`config.mk`:
```
export PLATFORM = sky130hd
export DESIGN_NAME = hilbert_curve_index
export DESIGN_NICKNAME = d
export VERILOG_FILES = /design/src/rtl/core/hci_pkg.sv /design/src/rtl/core/hilbert_curve_index.sv /design/src/rtl/core/hci_stage.sv
export SDC_FILE = /design/constraint.sdc
export NUM_CORES = 1
export LEC_CHECK = 0
export ABC_AREA = 0
export CAP_MARGIN = 20
export CORE_ASPECT_RATIO = 1.2
export CORE_MARGIN = 3
export CORE_UTILIZATION = 30
export CTS_CLUSTER_SIZE = 20
export DETAILED_ROUTE_END_ITERATION = 7
export DONT_BUFFER_PORTS = 1
export PLACE_DENSITY = 0.51
export SLEW_MARGIN = 0
export SYNTH_ARGS = -nofsm -noshare
export SYNTH_HDL_FRONTEND = slang
export SYNTH_SLANG_ARGS = --single-unit
```
`constraint.sdc`:
```
create_clock -name clk -period 7.45 [get_ports clk]
set_input_delay 0.745 -clock clk [delete_from_list [all_inputs] [get_ports clk]]
set_output_delay 0.745 -clock clk [all_outputs]
set_load 0.02 [all_outputs]
```
`src/rtl/core/hci_pkg.sv`:
```
`timescale 1ns / 1ps
`default_nettype none
// ----------------------------------------------------------------------------
// hci_pkg
// Shared constants, types and helpers for the Hilbert curve index pipeline.
// ----------------------------------------------------------------------------
package hci_pkg;

  localparam int MAX_ORDER        = 16;
  localparam int COORD_W          = 16;
  localparam int ORDER_W          = 5;
  localparam int INDEX_W          = 32;
  localparam int LEVELS_PER_STAGE = 4;
  localparam int NUM_STAGES       = MAX_ORDER / LEVELS_PER_STAGE;

  // Item state carried between pipeline stages. Coordinates and the level
  // enable mask are shifted left one bit per level; the top bit is the
  // level being worked on.
  typedef struct packed {
    logic [COORD_W-1:0]   x;
    logic [COORD_W-1:0]   y;
    logic [MAX_ORDER-1:0] lvl_en;
    logic [1:0]           rot;
    logic                 flip;
    logic [INDEX_W-1:0]   index;
  } hci_carry_t;

  // Rotation advance per rotated quadrant: {3, 0, 0, 1}.
  function automatic logic [1:0] rot_step(input logic [1:0] q);
    logic [1:0] r;
    unique case (q)
      2'd0:    r = 2'd3;
      2'd1:    r = 2'd0;
      2'd2:    r = 2'd0;
      default: r = 2'd1;
    endcase
    return r;
  endfunction

endpackage
`default_nettype wire

```
`src/rtl/core/hilbert_curve_index.sv`:
```
`timescale 1ns / 1ps
`default_nettype none
// ----------------------------------------------------------------------------
// hilbert_curve_index
// Maps a 2D point (coord_x, coord_y) to its position along a Hilbert curve.
//
// Input channel: in_valid / in_ready with coord_x, coord_y. Output channel:
// out_valid / out_ready with curve_index. An item moves on a cycle where
// valid and ready are both high.
// Config: cfg_we writes cfg_data into curve_order (reset value 16); values
// above 16 act as 16. Write only while the pipeline is empty.
// Four register stages, four curve levels each. One item is accepted every
// cycle while in_ready is high; in_ready stays high as long as the receiver
// keeps out_ready high.
// The last stage is the output register. When the receiver stalls, each
// stage holds its item and bubbles collapse; in_ready drops only once every
// stage is full.
// Reset (rst, synchronous) empties the pipeline and sets curve_order to 16.
// ----------------------------------------------------------------------------
module hilbert_curve_index
  import hci_pkg::*;
(
  input  wire logic               clk,
  input  wire logic               rst,
  input  wire logic               cfg_we,
  input  wire logic [ORDER_W-1:0] cfg_data,
  input  wire logic               in_valid,
  output logic                    in_ready,
  input  wire logic [COORD_W-1:0] coord_x,
  input  wire logic [COORD_W-1:0] coord_y,
  output logic                    out_valid,
  input  wire logic               out_ready,
  output logic [INDEX_W-1:0]      curve_index
);

  logic [ORDER_W-1:0]   curve_order;
  logic [ORDER_W-1:0]   order_sat;
  logic [MAX_ORDER:0]   en_wide;
  hci_carry_t           head;

  logic       stg_valid [NUM_STAGES+1];
  logic       stg_ready [NUM_STAGES+1];
  hci_carry_t stg_data  [NUM_STAGES+1];

  always_ff @(posedge clk) begin
    if (rst) begin
      curve_order <= ORDER_W'(MAX_ORDER);
    end else if (cfg_we) begin
      curve_order <= cfg_data;
    end
  end

  always_comb begin
    order_sat = (curve_order > ORDER_W'(MAX_ORDER)) ? ORDER_W'(MAX_ORDER) : curve_order;
    en_wide   = ((MAX_ORDER+1)'(1) << order_sat) - (MAX_ORDER+1)'(1);
    head.x      = coord_x;
    head.y      = coord_y;
    head.lvl_en = en_wide[MAX_ORDER-1:0];
    head.rot    = 2'd0;
    head.flip   = 1'b0;
    head.index  = '0;
  end

  assign stg_valid[0] = in_valid;
  assign stg_data[0]  = head;
  assign in_ready     = stg_ready[0];

  for (genvar s = 0; s < NUM_STAGES; s++) begin : g_stage
    hci_stage u_stage (
      .clk       (clk),
      .rst       (rst),
      .in_valid  (stg_valid[s]),
      .in_ready  (stg_ready[s]),
      .in_data   (stg_data[s]),
      .out_valid (stg_valid[s+1]),
      .out_ready (stg_ready[s+1]),
      .out_data  (stg_data[s+1])
    );
  end

  assign stg_ready[NUM_STAGES] = out_ready;
  assign out_valid   = stg_valid[NUM_STAGES];
  assign curve_index = stg_data[NUM_STAGES].index;

  a_reset_empty: assert property (@(posedge clk) rst |=> !out_valid)
    else $error("output valid after reset");

  a_ready_pass: assert property (@(posedge clk) disable iff (rst)
    out_ready |-> in_ready)
    else $error("input stalled while output drains");

  a_empty_ready: assert property (@(posedge clk) disable iff (rst)
    !out_valid |-> in_ready)
    else $error("input stalled with empty output stage");

endmodule
`default_nettype wire

```
`src/rtl/core/hci_stage.sv`:
```
`timescale 1ns / 1ps
`default_nettype none
// ----------------------------------------------------------------------------
// hci_stage
// One pipeline stage: resolves LEVELS_PER_STAGE curve levels, top bit first.
// ----------------------------------------------------------------------------
module hci_stage
  import hci_pkg::*;
(
  input  wire logic       clk,
  input  wire logic       rst,
  input  wire logic       in_valid,
  output logic            in_ready,
  input  wire hci_carry_t in_data,
  output logic            out_valid,
  input  wire logic       out_ready,
  output hci_carry_t      out_data
);

  hci_carry_t data_next;

  always_comb begin
    hci_carry_t c;
    logic [1:0] q;
    logic       xb;
    logic       yb;
    logic [1:0] digit;
    c = in_data;
    for (int i = 0; i < LEVELS_PER_STAGE; i++) begin
      xb    = c.x[COORD_W-1];
      yb    = c.y[COORD_W-1];
      q     = {yb, xb ^ yb} + c.rot;
      digit = 2'd0;
      if (c.lvl_en[MAX_ORDER-1]) begin
        digit  = q ^ {2{c.flip}};
        c.rot  = c.rot + rot_step(q);
        c.flip = c.flip ^ ((q == 2'd0) || (q == 2'd3));
      end
      c.index  = {c.index[INDEX_W-3:0], digit};
      c.x      = {c.x[COORD_W-2:0], 1'b0};
      c.y      = {c.y[COORD_W-2:0], 1'b0};
      c.lvl_en = {c.lvl_en[MAX_ORDER-2:0], 1'b0};
    end
    data_next = c;
  end

  assign in_ready = !out_valid || out_ready;

  always_ff @(posedge clk) begin
    if (rst) begin
      out_valid <= 1'b0;
    end else if (in_ready) begin
      out_valid <= in_valid;
    end
  end

  always_ff @(posedge clk) begin
    if (in_ready && in_valid) begin
      out_data <= data_next;
    end
  end

endmodule
`default_nettype wire

```
# [Word-level counts from Yosys, hierarchy flattened]
# Index checks and enable logic that the tools add are counted.
[totals] regBits=170 latchBits=0 mem_bits_rw=0 romBits=0 in_bits=42 output_inout_bits=34 word_cells=263 n_memories=0
[op_classes] add_sub_neg=30 multipliers=0 div=0 magnitude_cmp=1 eq_ne=45 n_shift=1 muxes=45 bitwise=45 n_reduce_logical=57
[op_table] operator="== test 2 bit, second input constant" count=30
[op_table] operator="one-hot mux 2 bit (2 select lines)" count=15
[op_table] operator="adder 2 bit" count=29
[op_table] operator="2-to-1 mux 3 bit" count=15
[op_table] operator="== test 2 x 1 -> 1 bit, second input constant" count=15
[op_table] operator="logical NOT 2 bit" count=15
[op_table] operator="OR reduction 2 bit" count=15
[op_table] operator="bitwise XOR 1 bit" count=30
[op_table] operator="bitwise XOR 2 bit" count=15
[op_table] operator="2-to-1 mux 2 bit" count=14
[op_table] operator="logical OR 1 bit" count=19
[op_table] operator="left shift 1 x 5 -> 16 bit, first input constant" count=1
[op_table] operator="subtractor 16 x 2 -> 16 bit, second input constant" count=1
[op_table] operator="> comparator 5 bit, second input constant" count=1
[op_table] operator="2-to-1 mux 5 bit" count=1
[op_table] operator="logical AND 1 bit" count=4
[op_table] operator="logical NOT 1 bit" count=4

# [Longest topological paths before layout]
[depth] word_depth=29 mapped_depth=33 depth_no_buf=33

# [Hierarchy]
# Synthesis repeated with hierarchy kept, for this count alone.
[unflattened] cells_unflattened=764 area_unflattened_um2=12421.9
[modules_own_cells] module="hci_stage" instances=4 cells_each=173 area_per_inst_um2=2979.1
[modules_own_cells] module="hilbert_curve_index" instances=1 cells_each=72 area_per_inst_um2=505.5

# [Least setup slack after synthesis]
# OpenSTA, ideal clock, no wires.
[synth_path] path_kind="register -> register" start="register g_stage[1].u_stage.out_data[66] (netlist bit)" end="register g_stage[2].u_stage.out_data[34] (netlist bit), data pin" arrival_ps=6238 required_time_ps=7189 setup_slack_ps=950 path_stages_with_launch=34 path_buffers=0 path_cell_list="edfxtp_1 > xor2_1 > ha_1 > xor2_1 > xnor2_1 > ha_1 > inv_1 > ha_1 > mux2_2 > ha_1 > xnor2_1 > xnor2_1 > ha_1 > inv_1 > ha_1 > mux2_2 > ha_1 > xnor2_1 > xnor2_1 > ha_1 > inv_1 > ha_1 > mux2_2 > ha_1 > xnor2_1 > xnor2_1 > xnor2_1 > ha_1 > inv_1 > ha_1 > xnor2_1 > nor2_1 > xnor2_1 > xnor2_1"
[synth_lines] element="start: declaration" line="hci_stage.sv:17" source="output hci_carry_t out_data"
[synth_lines] element="start signal: assignment" line="hci_stage.sv:59" source="out_data <= data_next;"
[synth_lines] element="end signal: assignment" line="hci_stage.sv:59"
[synth_lines] element="end: declaration" line="hci_stage.sv:17"

==> out/qor.yml <==
fin_skew_ps: 9.28
post-route-drc-count: 0
place.gp.congestion: 0.796
final_cell_area_mm2: 0.00903
cts_tree: "done"
hold_slack_ps: 386
cts_max_level: 4
crit_slowest_cell: "edfxtp_1"
path_clk_slew_ps: 60
tns_ps: 0
path_common_cell: "ha_1"
yosys_warnings: 0
criticalPathCategory: "reg2reg"
area_delta_synth_final_pct: 12.5
routed_wl_um: 14000
grt_pass1_vias: 4361
tritoncts.num_buffers: 17
fin_crit_ps: 6940
synth_area_leaders: "edfxtp_1, xnor2_1, ha_1"
vias: 3993
cts_buffer_depth: 2
cap_violations: 0
netlist.area_leader.share_pct: 60.2
placed_area_mm2: 0.00845
final_antenna_net_count: 0
synth_edf_count: 161
finalCritPeriodShare_pct: 93.2
synth_top_area_cell: "edfxtp_1"
port_buffers: 0
relSlewSlack_pct: 34.3
rsz0062_at_grt: "false"
setup_violations: 0
max_stage_delay_ps: 410
drv_slew: 0
grt.overflow.total: 0
grt_usage_pct: 10.2
grt_pass1_wl_um: 22500
synthArstFlopShare_pct: 0
rows: 64
core_mm2: 0.0259
post_drt_wl_per_cell_um: 15.5
dieArea_mm2: 0.0288
viasPerCell: 4.43
yosysMostFrequentCell: "edfxtp_1"
syn_inst: 546
critPathArrivalTime_ps: 7110
status: "completed"
tightest_slew_ps: 983
first_pass_iters: 4
dp_hpwl_um: 9900
drive_gt1_share_pct: 8.93
antenna_found_initial: 0
antenna_cells: 0
synth_common_cells: "edfxtp_1, xnor2_1, ha_1, inv_1, xor2_1"
clock-sinks: 170
grt_max_degree: 44
ys_seq_elements: 170
hold_path_class: "in2reg"
netlist_area_mm2: 0.00803
cp_data_required_time_ps: 7620
drt_first_iter_violations: 187
end_kind: "flip-flop"
utilization_pct: 34.8
dieHeight_um: 185
final_nets: 645
synth_nets: 633
ios: 76
clk_latency_ps: 430
fill_cells: 2549
synth_ff_type: "edfxtp_1"
ys_seq_area_share_pct: 62.5
synth_cell_types: 49
cts_hold_buf: 0
critPathMaxFanout: 3
max_freq_ghz: 0.144
start_util_pct: 30.9
die_w_um: 155
synth.avg_cell_area_um2: 14.7
hold_viol: 0
worstSetupStartpointType: "flip-flop"
root_buffer: "clkbuf_16"
-- state kept, by name, indices dropped and copies added (netlist names) --
name / cells
g_stage.u_stage.out_data: 161
curve_order: 5
g_stage.u_stage.out_valid: 4
-- per-layer routing --
| metal | vias to the layer above | global-route usage [%] | routed length [um] |
|---|---|---|---|
| met5 | - | 0 | 0 |
| met4 | 0 | 4.45 | 252 |
| met3 | 15 | 3.30 | 571 |
| met2 | 69 | 18.5 | 7660 |
| met1 | 1958 | 10.8 | 5480 |
| li1 | 1951 | - | - |
-- critical path, delay by kind of cell (launching register included) --
kind                       cells  cell delay [ps]
DFF                            1              410
adders and majority gates     12             2930
xor gates and xnor gates      13             2180
muxes                          3              880
and+or+nand+nor                1               70
buffers and inverters          4              220
-- area by class of cell --
| class | instances | area [um^2] | area share (%) |
|---|---|---|---|
| flip-flops and latches | 170 | 5010 | 55.5 |
| multi-input cells | 325 | 2870 | 31.7 |
| clock buffers | 24 | 462 | 5.11 |
| well taps | 330 | 413 | 4.57 |
| inverters | 41 | 154 | 1.70 |
| clock inverters | 8 | 97.6 | 1.08 |
| repair buffers | 3 | 22.5 | 0.249 |
-- stage by stage --
stage               setup WS [ps]  instances
floorplan                     950        546
global placement              567        869
detailed placement            453        869
CTS                           399        901
global route                 6.10        901
finish                        509        901
-- logic make-up (layout without fill, tap and decap cells) --
group | count (synthesis) | count (layout) | synth area share (%)
DFF | 170 | 170 | 62.5
muxes | 22 | 22 | 2.95
adders and majority gates | 45 | 45 | 7.01
xor gates and xnor gates | 113 | 113 | 14.8
AOI/OAI and AO/OA | 39 | 39 | 3.71
buffers and inverters | 51 | 76 | 2.51
and+or+nand+nor | 106 | 106 | 6.59
-- what timing repair did --
item,CTS,global route
setup buffers,0,0
setup endpoints to repair,0,2
resized for setup,0,2
-- worst paths after layout --
kind,start,endpoint,slack (ps),depth (start not counted)
setup / recovery,g_stage[1].u_stage.out_data[66],g_stage[2].u_stage.out_data[34],510,33
hold / removal,rst,g_stage[0].u_stage.out_valid,390,1
setup reg to reg,g_stage[1].u_stage.out_data[66],g_stage[2].u_stage.out_data[34],510,33
hold reg to reg,g_stage[0].u_stage.out_data[74],g_stage[1].u_stage.out_data[78],420,0
-- layout by cell type (no fill, tap or decap), types with 2 or more instances in the layout --
cell        synthesis  layout
edfxtp_1          161     161
xnor2_1            65      63
ha_1               45      45
inv_1              41      41
xor2_1             34      34
nand2_1            28      28
nor2_1             24      24
and2_1             23      23
clkbuf_16           0      17
mux2_2             11      11
xnor3_1            11      11
nor2b_1            12      10
mux2i_1             9       9
dfxtp_1             9       9
o21ai_0             8       8
clkbuf_1            7       6
nor3_1              5       5
a21oi_1             6       5
nand3_1             4       4
xor3_1              3       3
o21ai_1             3       3
o211a_1             3       3
buf_4               0       3
xnor2_2             0       2
mux2_1              2       2
a21oi_4             1       2
a211oi_1            2       2
or3_1               2       2
a22o_1              2       2
nor2b_4             0       2
or2_1               2       2
bufinv_16           0       2
clkinv_2            0       2
clkinvlp_4          0       2
Power is left out: the tool's default activity adds up to more than one toggle a clock period on the data nets, which glitch-free logic cannot reach.
